### src/design/coap_hdr_pkg.sv
// Shared types and constants of the CoAP-over-TCP response header checker.
package coap_hdr_pkg;

  // Widest frame byte counter that any supported frame limit needs.
  localparam int FRAME_CNT_W = 21;
  localparam int HDR_END_W   = FRAME_CNT_W + 1;
  localparam int BODY_LEN_W  = 33;
  localparam int OPT_START_W = 17;
  localparam int CMP_W       = BODY_LEN_W + 1;

  // Configuration register indexes.
  localparam logic [1:0] CFG_TOKEN_LEN = 2'd0;
  localparam logic [1:0] CFG_TOKEN     = 2'd1;

  // Length nibble codes that announce an extended length field.
  localparam logic [3:0] LEN_EXT1 = 4'd13;
  localparam logic [3:0] LEN_EXT2 = 4'd14;
  localparam logic [3:0] MAX_TKL  = 4'd8;

  // Offsets added to the extended length field.
  localparam logic [16:0] EXT1_OFFSET = 17'd13;
  localparam logic [16:0] EXT2_OFFSET = 17'd269;
  localparam logic [16:0] EXT4_OFFSET = 17'd65805;

  // Verdict codes.
  localparam logic [1:0] VERDICT_INVALID = 2'd0;
  localparam logic [1:0] VERDICT_SUCCESS = 2'd1;
  localparam logic [1:0] VERDICT_ERROR   = 2'd2;
  localparam logic [1:0] VERDICT_SIGNAL  = 2'd3;

  // Code classes.
  localparam logic [2:0] CLASS_SUCCESS   = 3'd2;
  localparam logic [2:0] CLASS_CLIENT    = 3'd4;
  localparam logic [2:0] CLASS_SERVER    = 3'd5;
  localparam logic [2:0] CLASS_SIGNAL    = 3'd7;

  // Summary of one finished frame, passed from the parser to the verdict stage.
  typedef struct packed {
    logic                   header_ok;
    logic [7:0]             code;
    logic [BODY_LEN_W-1:0]  body_len;
    logic [HDR_END_W-1:0]   header_end;
    logic [FRAME_CNT_W-1:0] frame_len;
  } frame_summary_t;

  typedef struct packed {
    logic full;
    logic empty;
  } queue_status_t;

endpackage

### src/design/coap_hdr_front.sv
// Byte parser: walks the frame header and emits one summary per frame.
module coap_hdr_front
  import coap_hdr_pkg::*;
#(
  parameter int MAX_FRAME_BYTES = 65536
) (
  input  logic           clk,
  input  logic           rst,
  input  logic           accept,
  input  logic [7:0]     rx_byte,
  input  logic           end_of_frame,
  input  logic [3:0]     exp_token_len,
  input  logic [63:0]    exp_token,
  output logic           push,
  output frame_summary_t summary
);

  localparam int CNT_W = $clog2(MAX_FRAME_BYTES + 1);
  localparam int HE_W  = CNT_W + 1;

  typedef enum logic [2:0] {
    PH_HEADER,
    PH_EXT,
    PH_CODE,
    PH_TOKEN,
    PH_BODY
  } phase_t;

  phase_t                phase, phase_next;
  logic [CNT_W-1:0]      byte_count, byte_count_next;
  logic [2:0]            ext_left, ext_left_next;
  logic [3:0]            tkl, tkl_next;
  logic [3:0]            tok_idx, tok_idx_next;
  logic [BODY_LEN_W-1:0] dec_len, dec_len_next;
  logic [HE_W-1:0]       hdr_end, hdr_end_next;
  logic [7:0]            code, code_next;
  logic                  err, err_next;

  logic                  cnt_full;
  logic [31:0]           shifted;
  logic [16:0]           ext_offset;
  logic [7:0]            want;

  always_comb begin
    cnt_full        = byte_count >= CNT_W'(MAX_FRAME_BYTES);
    err_next        = err | cnt_full;
    byte_count_next = cnt_full ? byte_count : byte_count + 1'b1;
    phase_next      = phase;
    ext_left_next   = ext_left;
    tkl_next        = tkl;
    tok_idx_next    = tok_idx;
    dec_len_next    = dec_len;
    hdr_end_next    = hdr_end;
    code_next       = code;
    shifted         = {dec_len[23:0], rx_byte};
    want            = exp_token[{~tok_idx[2:0], 3'b000} +: 8];
    if (byte_count_next == CNT_W'(2)) begin
      ext_offset = EXT1_OFFSET;
    end else if (byte_count_next == CNT_W'(3)) begin
      ext_offset = EXT2_OFFSET;
    end else begin
      ext_offset = EXT4_OFFSET;
    end
    unique case (phase)
      PH_HEADER: begin
        tkl_next = rx_byte[3:0];
        if (rx_byte[3:0] != exp_token_len || rx_byte[3:0] > MAX_TKL) begin
          err_next = 1'b1;
        end
        if (rx_byte[7:4] < LEN_EXT1) begin
          dec_len_next = BODY_LEN_W'(rx_byte[7:4]);
          phase_next   = PH_CODE;
        end else begin
          dec_len_next = '0;
          if (rx_byte[7:4] == LEN_EXT1) begin
            ext_left_next = 3'd1;
          end else if (rx_byte[7:4] == LEN_EXT2) begin
            ext_left_next = 3'd2;
          end else begin
            ext_left_next = 3'd4;
          end
          phase_next = PH_EXT;
        end
      end
      PH_EXT: begin
        ext_left_next = (ext_left != 3'd0) ? ext_left - 1'b1 : ext_left;
        if (ext_left_next == 3'd0) begin
          dec_len_next = {1'b0, shifted} + BODY_LEN_W'(ext_offset);
          phase_next   = PH_CODE;
        end else begin
          dec_len_next = {1'b0, shifted};
        end
      end
      PH_CODE: begin
        code_next    = rx_byte;
        hdr_end_next = HE_W'(byte_count_next) + HE_W'(tkl);
        if (tkl == 4'd0) begin
          phase_next = PH_BODY;
        end else begin
          tok_idx_next = 4'd0;
          phase_next   = PH_TOKEN;
        end
      end
      PH_TOKEN: begin
        if (!tok_idx[3] && want != rx_byte) begin
          err_next = 1'b1;
        end
        tok_idx_next = tok_idx + 1'b1;
        if (tok_idx_next == tkl) begin
          phase_next = PH_BODY;
        end
      end
      default: begin
      end
    endcase
  end

  assign push = accept && end_of_frame;

  always_comb begin
    summary.header_ok  = !err_next && (phase_next == PH_BODY);
    summary.code       = code_next;
    summary.body_len   = dec_len_next;
    summary.header_end = HDR_END_W'(hdr_end_next);
    summary.frame_len  = FRAME_CNT_W'(byte_count_next);
  end

  always_ff @(posedge clk) begin
    if (rst || push) begin
      phase      <= PH_HEADER;
      byte_count <= '0;
      ext_left   <= '0;
      tkl        <= '0;
      tok_idx    <= '0;
      dec_len    <= '0;
      hdr_end    <= '0;
      code       <= '0;
      err        <= 1'b0;
    end else if (accept) begin
      phase      <= phase_next;
      byte_count <= byte_count_next;
      ext_left   <= ext_left_next;
      tkl        <= tkl_next;
      tok_idx    <= tok_idx_next;
      dec_len    <= dec_len_next;
      hdr_end    <= hdr_end_next;
      code       <= code_next;
      err        <= err_next;
    end
  end

endmodule

### src/design/coap_hdr_queue.sv
// Two-entry queue of frame summaries between the parser and the verdict stage.
module coap_hdr_queue
  import coap_hdr_pkg::*;
(
  input  logic           clk,
  input  logic           rst,
  input  logic           push,
  input  frame_summary_t push_data,
  input  logic           pop,
  output frame_summary_t head,
  output queue_status_t  status
);

  frame_summary_t entries [2];
  logic           wr_ptr;
  logic           rd_ptr;
  logic [1:0]     count;
  logic           do_push;
  logic           do_pop;

  assign status.full  = count == 2'd2;
  assign status.empty = count == 2'd0;
  assign do_push      = push && !status.full;
  assign do_pop       = pop && !status.empty;
  assign head         = entries[rd_ptr];

  always_ff @(posedge clk) begin
    if (do_push) begin
      entries[wr_ptr] <= push_data;
    end
  end

  always_ff @(posedge clk) begin
    if (rst) begin
      wr_ptr <= 1'b0;
      rd_ptr <= 1'b0;
      count  <= 2'd0;
    end else begin
      if (do_push) begin
        wr_ptr <= ~wr_ptr;
      end
      if (do_pop) begin
        rd_ptr <= ~rd_ptr;
      end
      count <= count + {1'b0, do_push} - {1'b0, do_pop};
    end
  end

endmodule

### src/design/coap_hdr_back.sv
// Verdict stage: checks the declared length, classifies the code, holds the result.
module coap_hdr_back
  import coap_hdr_pkg::*;
(
  input  logic                   clk,
  input  logic                   rst,
  input  frame_summary_t         head,
  input  queue_status_t          status,
  output logic                   pop,
  output logic                   out_valid,
  input  logic                   out_stall,
  output logic [1:0]             verdict,
  output logic [7:0]             response_code,
  output logic [BODY_LEN_W-1:0]  body_length,
  output logic [OPT_START_W-1:0] options_start
);

  logic [CMP_W-1:0] need_len;
  logic [CMP_W-1:0] start_diff;
  logic             fits;
  logic [1:0]       verdict_calc;

  always_comb begin
    need_len   = CMP_W'(head.header_end) + CMP_W'(head.body_len);
    start_diff = CMP_W'(head.frame_len) - CMP_W'(head.body_len);
    fits       = head.header_ok && (need_len <= CMP_W'(head.frame_len));
    verdict_calc = VERDICT_INVALID;
    if (fits) begin
      unique case (head.code[7:5])
        CLASS_SUCCESS:               verdict_calc = VERDICT_SUCCESS;
        CLASS_CLIENT, CLASS_SERVER:  verdict_calc = VERDICT_ERROR;
        CLASS_SIGNAL:                verdict_calc = VERDICT_SIGNAL;
        default:                     verdict_calc = VERDICT_INVALID;
      endcase
    end
  end

  assign pop = !status.empty && (!out_valid || !out_stall);

  always_ff @(posedge clk) begin
    if (rst) begin
      out_valid <= 1'b0;
    end else if (pop) begin
      out_valid <= 1'b1;
    end else if (!out_stall) begin
      out_valid <= 1'b0;
    end
  end

  always_ff @(posedge clk) begin
    if (pop) begin
      verdict <= verdict_calc;
      if (verdict_calc != VERDICT_INVALID) begin
        response_code <= head.code;
        body_length   <= head.body_len;
        options_start <= start_diff[OPT_START_W-1:0];
      end else begin
        response_code <= '0;
        body_length   <= '0;
        options_start <= '0;
      end
    end
  end

endmodule

### src/design/coap_hdr_checker_top.sv
// Top level of the CoAP-over-TCP response header checker.
//
// The input channel carries one received frame byte per beat on rx_byte,
// with end_of_frame set on the final byte. A beat is taken on a rising
// edge where in_valid is high and in_stall is low. The parser
// updates its header state once per byte.
// Only the final byte of a frame produces a result beat on the output
// channel: verdict, response_code, body_length and options_start. The
// edge that takes the final byte also writes the frame summary into a
// two-entry queue; the output register is then loaded from the queue
// head after the length check and class decode, once the output is
// free of a stalled result.
// One byte per cycle, with back-to-back frames, while in_stall is low.
// While the receiver holds out_stall, the result holds steady; the
// queue absorbs two more finished frames, and only then does in_stall
// rise, stalling the byte stream.
// The configuration channel writes expected_token_length (index 0) and
// expected_token (index 1); cfg_ready is always high.
// Synchronous reset clears the parser, the queue, the output valid and
// both configuration registers; the block is ready right after reset.
module coap_tcp_response_header_checker_core
  import coap_hdr_pkg::*;
#(
  parameter int MAX_FRAME_BYTES = 65536
) (
  input  logic                   clk,
  input  logic                   rst,
  input  logic                   in_valid,
  output logic                   in_stall,
  input  logic [7:0]             rx_byte,
  input  logic                   end_of_frame,
  output logic                   out_valid,
  input  logic                   out_stall,
  output logic [1:0]             verdict,
  output logic [7:0]             response_code,
  output logic [BODY_LEN_W-1:0]  body_length,
  output logic [OPT_START_W-1:0] options_start,
  input  logic                   cfg_valid,
  output logic                   cfg_ready,
  input  logic [1:0]             cfg_index,
  input  logic [63:0]            cfg_data
);

  // Configuration registers; writes to unused indexes are dropped.
  logic [3:0]     expected_token_length;
  logic [63:0]    expected_token;

  logic           accept;
  logic           push;
  logic           pop;
  frame_summary_t summary;
  frame_summary_t head;
  queue_status_t  q_status;

  assign cfg_ready = 1'b1;

  always_ff @(posedge clk) begin
    if (rst) begin
      expected_token_length <= '0;
      expected_token        <= '0;
    end else if (cfg_valid && cfg_ready) begin
      if (cfg_index == CFG_TOKEN_LEN) begin
        expected_token_length <= cfg_data[3:0];
      end else if (cfg_index == CFG_TOKEN) begin
        expected_token <= cfg_data;
      end
    end
  end

  // Bytes are held off only when the summary queue has no room for a
  // frame that might end on this byte.
  assign in_stall = q_status.full;
  assign accept   = in_valid && !in_stall;

  coap_hdr_front #(
    .MAX_FRAME_BYTES(MAX_FRAME_BYTES)
  ) u_front (
    .clk          (clk),
    .rst          (rst),
    .accept       (accept),
    .rx_byte      (rx_byte),
    .end_of_frame (end_of_frame),
    .exp_token_len(expected_token_length),
    .exp_token    (expected_token),
    .push         (push),
    .summary      (summary)
  );

  coap_hdr_queue u_queue (
    .clk      (clk),
    .rst      (rst),
    .push     (push),
    .push_data(summary),
    .pop      (pop),
    .head     (head),
    .status   (q_status)
  );

  coap_hdr_back u_back (
    .clk          (clk),
    .rst          (rst),
    .head         (head),
    .status       (q_status),
    .pop          (pop),
    .out_valid    (out_valid),
    .out_stall    (out_stall),
    .verdict      (verdict),
    .response_code(response_code),
    .body_length  (body_length),
    .options_start(options_start)
  );

endmodule
### config.mk
export PLATFORM = sky130hd
export DESIGN_NAME = coap_tcp_response_header_checker_core
export DESIGN_NICKNAME = d
export VERILOG_FILES = /design/src/design/coap_hdr_pkg.sv /design/src/design/coap_hdr_front.sv /design/src/design/coap_hdr_queue.sv /design/src/design/coap_hdr_back.sv /design/src/design/coap_hdr_checker_top.sv
export SDC_FILE = /design/constraint.sdc
export NUM_CORES = 1
export LEC_CHECK = 0
export ABC_AREA = 1
export BUFFER_PORTS_ARGS = -buffer_cell sky130_fd_sc_hd__buf_2
export CORE_MARGIN = 2
export CORE_UTILIZATION = 30
export CTS_CLUSTER_DIAMETER = 120
export DETAILED_ROUTE_END_ITERATION = 16
export PLACE_DENSITY = 0.55
export REMOVE_ABC_BUFFERS = 1
export SLEW_MARGIN = 40
export SYNTH_ARGS = -nofsm -noshare
export SYNTH_HDL_FRONTEND = slang
export SYNTH_SLANG_ARGS = --single-unit
### constraint.sdc
create_clock -name clk -period 6 [get_ports clk]
set_input_delay 0.6 -clock clk [delete_from_list [all_inputs] [get_ports clk]]
set_output_delay 0.6 -clock clk [all_outputs]
set_load 0.02 [all_outputs]
==> insert_results.sql <==
INSERT INTO impl_metrics (metric_group, metric, value, unit) VALUES
('pwr', 'share_clk_of_total_power', '0.237', ''),
('cts', 'insertion_delay', '0.58', 'ns'),
('cts', 'postCtsSetupBuffers', '0', ''),
('sta', 'max_freq', '189', 'MHz'),
('status', 'outcome', 'completed', ''),
('die', 'dieArea', '69200', 'um2'),
('placement', 'globalplace.congestion', '0.960', ''),
('cells_and_area', 'filler_cell_count', '7066', ''),
('setup_path', 'crit_top_cell', 'nand2_1', ''),
('logic_synthesis', 'synth-seq-area-share', '0.483', ''),
('global_routing', 'grt_use_total', '0.160', ''),
('sta', 'fin_crit_sh', '0.882', ''),
('cells_and_area', 'postLayoutCoreUtil', '0.349', ''),
('sta', 'max_slew.worst_pin.slew', '0.909', 'ns'),
('route', 'average_vias_per_placed_instance', '4.69', ''),
('setup_path', 'path_class', 'reg -> reg', ''),
('cts', 'cts_root_buffer', 'clkbuf_16', ''),
('die', 'chipWidth', '263', 'um'),
('placement', 'placed_area', '21900', 'um2'),
('sta', 'fin_tns_setup', '0', 'ns'),
('global_routing', 'first_global_vias', '15300', ''),
('logic_synthesis', 'gate_count_of_the_mapped_netlist', '2501', ''),
('logic_synthesis', 'synth_fa_ha_area_frac', '0.0446', ''),
('logic_synthesis', 'share_of_flip_flops_with_an_asynchronous_set_or_reset', '0', ''),
('die', 'floorplan.die.height', '263', 'um'),
('route', 'iteration_0_drc_markers', '1393', ''),
('pwr', 'p_sw_frac', '0.426', ''),
('cells_and_area', 'fin_nets', '2790', ''),
('global_routing', 'initial_antenna_violation_count', '1', ''),
('pwr', 'power.leakage', '10.1', 'nW'),
('cells_and_area', 'layout.cell_area.non_filler', '23300', 'um2'),
('logic_synthesis', 'synth_compound_area_frac', '0.129', ''),
('sta', 'grt_setup_unrepaired', 'false', ''),
('pwr', 'total_switching_power', '0.00474', 'W'),
('cts', 'clockBufferDepth', '3', ''),
('pwr', 'intPower', '0.00638', 'W'),
('logic_synthesis', 'synth.yosys.warnings', '0', ''),
('logic_synthesis', 'synth-seq-cells', '379', ''),
('route', 'drcViolationCount', '0', ''),
('cts', 'cts_inserted_buffers', '43', ''),
('global_routing', 'pin_count_of_the_biggest_net_entering_global_routing', '72', ''),
('pwr', 'power.share.sequential', '0.312', ''),
('logic_synthesis', 'synth.top_cells.by_area', 'edfxtp_1 (32%), dfxtp_1 (16%), nand2_1 (8.7%)', ''),
('cells_and_area', 'area_growth_syn_to_layout', '15.6', '%'),
('setup_path', 'data_arrival_at_the_endpoint_of_the_critical_path', '5.59', 'ns'),
('sta', 'setup_viol_count_final', '0', ''),
('logic_synthesis', 'combinational_family_with_the_most_area_after_synthesis', 'simple AND/OR/NAND/NOR gates', ''),
('setup_path', 'critPathMaxStageDelay', '0.56', 'ns'),
('route', 'drt_pre_antenna_iters', '5', ''),
('cts', 'ctsHtreeMaxLevel', '2', ''),
('setup_path', 'critical_path_peak_fanout', '33', ''),
('cts', 'postCtsHoldBufs', '0', ''),
('setup_path', 'cpMaxStageDelayCell', 'dfxtp_2', ''),
('logic_synthesis', 'synth_top_area_cell', 'edfxtp_1', ''),
('die', 'initial_utilization', '0.302', ''),
('route', 'routed-via-count', '16600', ''),
('route', 'post_detailed_route_count_of_antenna_violating_nets', '0', ''),
('route', 'wl', '56500', 'um'),
('setup_path', 'critPathLaunchType', 'register', ''),
('logic_synthesis', 'ys_types', '48', ''),
('die', 'design.core.area', '66800', 'um2'),
('cts', 'cts.clk_slew.worst_paths', '0.06', 'ns'),
('cts', 'cts_tree', 'done', ''),
('sta', 'finClkSkew', '0.0281', 'ns'),
('logic_synthesis', 'synthMuxAreaShare', '0.00397', ''),
('sta', 'period_needed', '5.29', 'ns'),
('die', 'rows', '95', ''),
('worst_hold_path', 'hold_path_class', 'in -> reg', ''),
('setup_path', 'timing.critical_path.to_type', 'register', ''),
('sta', 'max_slew_margin', '0.387', ''),
('cells_and_area', 'post_route_cells_drive_above_1_share', '0.133', '');
==> power groups by stage <==
| stage | clock network, W | registers, W | logic [W] |
|---|---|---|---|
| global placement | 0 | 0.00353 | 0.00501 |
| floorplan | 0 | 0.00374 | 0.00319 |
| finish | 0.00263 | 0.00347 | 0.00502 |
| global route | 0.00281 | 0.00352 | 0.00560 |
| detailed placement | 0 | 0.00354 | 0.00499 |
| CTS | 0.00270 | 0.00348 | 0.00501 |
==> registers in the layout, indices dropped and copies added (netlist names), 8 cells and up, named ones only <==
signal and flops:
u_back.response_code 8, u_front.byte_count 17, u_back.options_start 17, expected_token 64, u_front.dec_len 33, u_front.code 8
u_back.body_length 33, u_queue.entries 154, u_front.hdr_end 18
==> layout by cell type (no fill, tap or decap), types with 67 or more instances in the layout <==
cell	synthesis	routed
buf_2	1	141
nand2_1	467	466
inv_1	329	328
a21oi_1	130	130
nor2_1	312	309
edfxtp_1	214	214
nand3_1	100	100
ha_1	67	67
dfxtp_1	165	164
o21ai_0	287	284
==> cell type report <==
class | instances | area [um2] | share of cell area
clock inverter | 26 | 240 | 0.0103
multi-input combinational | 1706 | 8850 | 0.380
tap | 873 | 1090 | 0.0469
clock buffer | 54 | 1180 | 0.0506
timing repair buffer | 170 | 931 | 0.0400
sequential | 379 | 9730 | 0.418
inverter | 340 | 1280 | 0.0549
==> metal layers <==
layer,share of wire,global-route usage,up-vias
li1,-,-,8505
met3,0.046,0.0196,77
met4,0.021,0.0460,0
met2,0.46,0.260,376
met5,0,0,-
met1,0.47,0.223,7674
==> final timing paths <==
path	from	endpoint	slack, ns	cells past startpoint
hold / removal	rst	u_queue.count[0]	0.21	2
setup / recovery	register	u_back.body_length[13]	0.71	29
hold reg to reg	u_front.hdr_end[0]	u_front.hdr_end[0]	0.45	2
setup reg to reg	register	u_back.body_length[13]	0.71	29
==> worst max-delay path, delay by kind of cell, from the launching register on <==
kind	cells	cell delay, ns
buffers and inverters	5	1.07
and+or+nand+nor	19	1.89
DFF	1	0.56
AOI/OAI and AO/OA	2	0.59
xor gates and xnor gates	1	0.18
adders and majority gates	2	0.70
==> cell families (layout without fill, tap and decap cells) <==
family / after synthesis / in the layout
compound gates: 487 / 487
fa+ha+maj: 70 / 70
other cells: 2 / 16
simple gates: 1055 / 1055
buf+inv: 430 / 590
mux: 8 / 8
flops: 379 / 379
xor+xnor: 70 / 70
==> Yosys cell counts, drive strengths merged, types with 3 or more instances <==
| master | n |
|---|---|
| a31oi | 5 |
| a21oi | 130 |
| clkbuf | 72 |
| ha | 67 |
| o221ai | 14 |
| dfxtp | 165 |
| clkinv | 6 |
| nand3 | 103 |
| nand3b | 5 |
| or2 | 41 |
| xnor2 | 16 |
| edfxtp | 214 |
| a211oi | 8 |
| o211ai | 6 |
| nor4 | 6 |
| o21bai | 4 |
| mux2i | 8 |
| o21ai | 289 |
| o22ai | 22 |
| nor3 | 30 |
| inv | 334 |
| nand4 | 28 |
| buf | 18 |
| nor2 | 361 |
| nand2 | 475 |
| fa | 3 |
| nor3b | 6 |
| xor2 | 54 |
==> metrics by stage <==
step,setup WS (ns),instances,hold slack [ns],power (W)
3_5_place_dp,0.644,3468,0.438,0.00852
3_3_place_gp,0.700,3468,0.436,0.00854
5_1_grt,0.175,3548,0.201,0.0119
4_1_cts,0.651,3548,0.189,0.0112
6_report,0.705,3548,0.212,0.0111
2_1_floorplan,-5.53,2425,0.426,0.00693
Power figures use the tool's default switching activity.
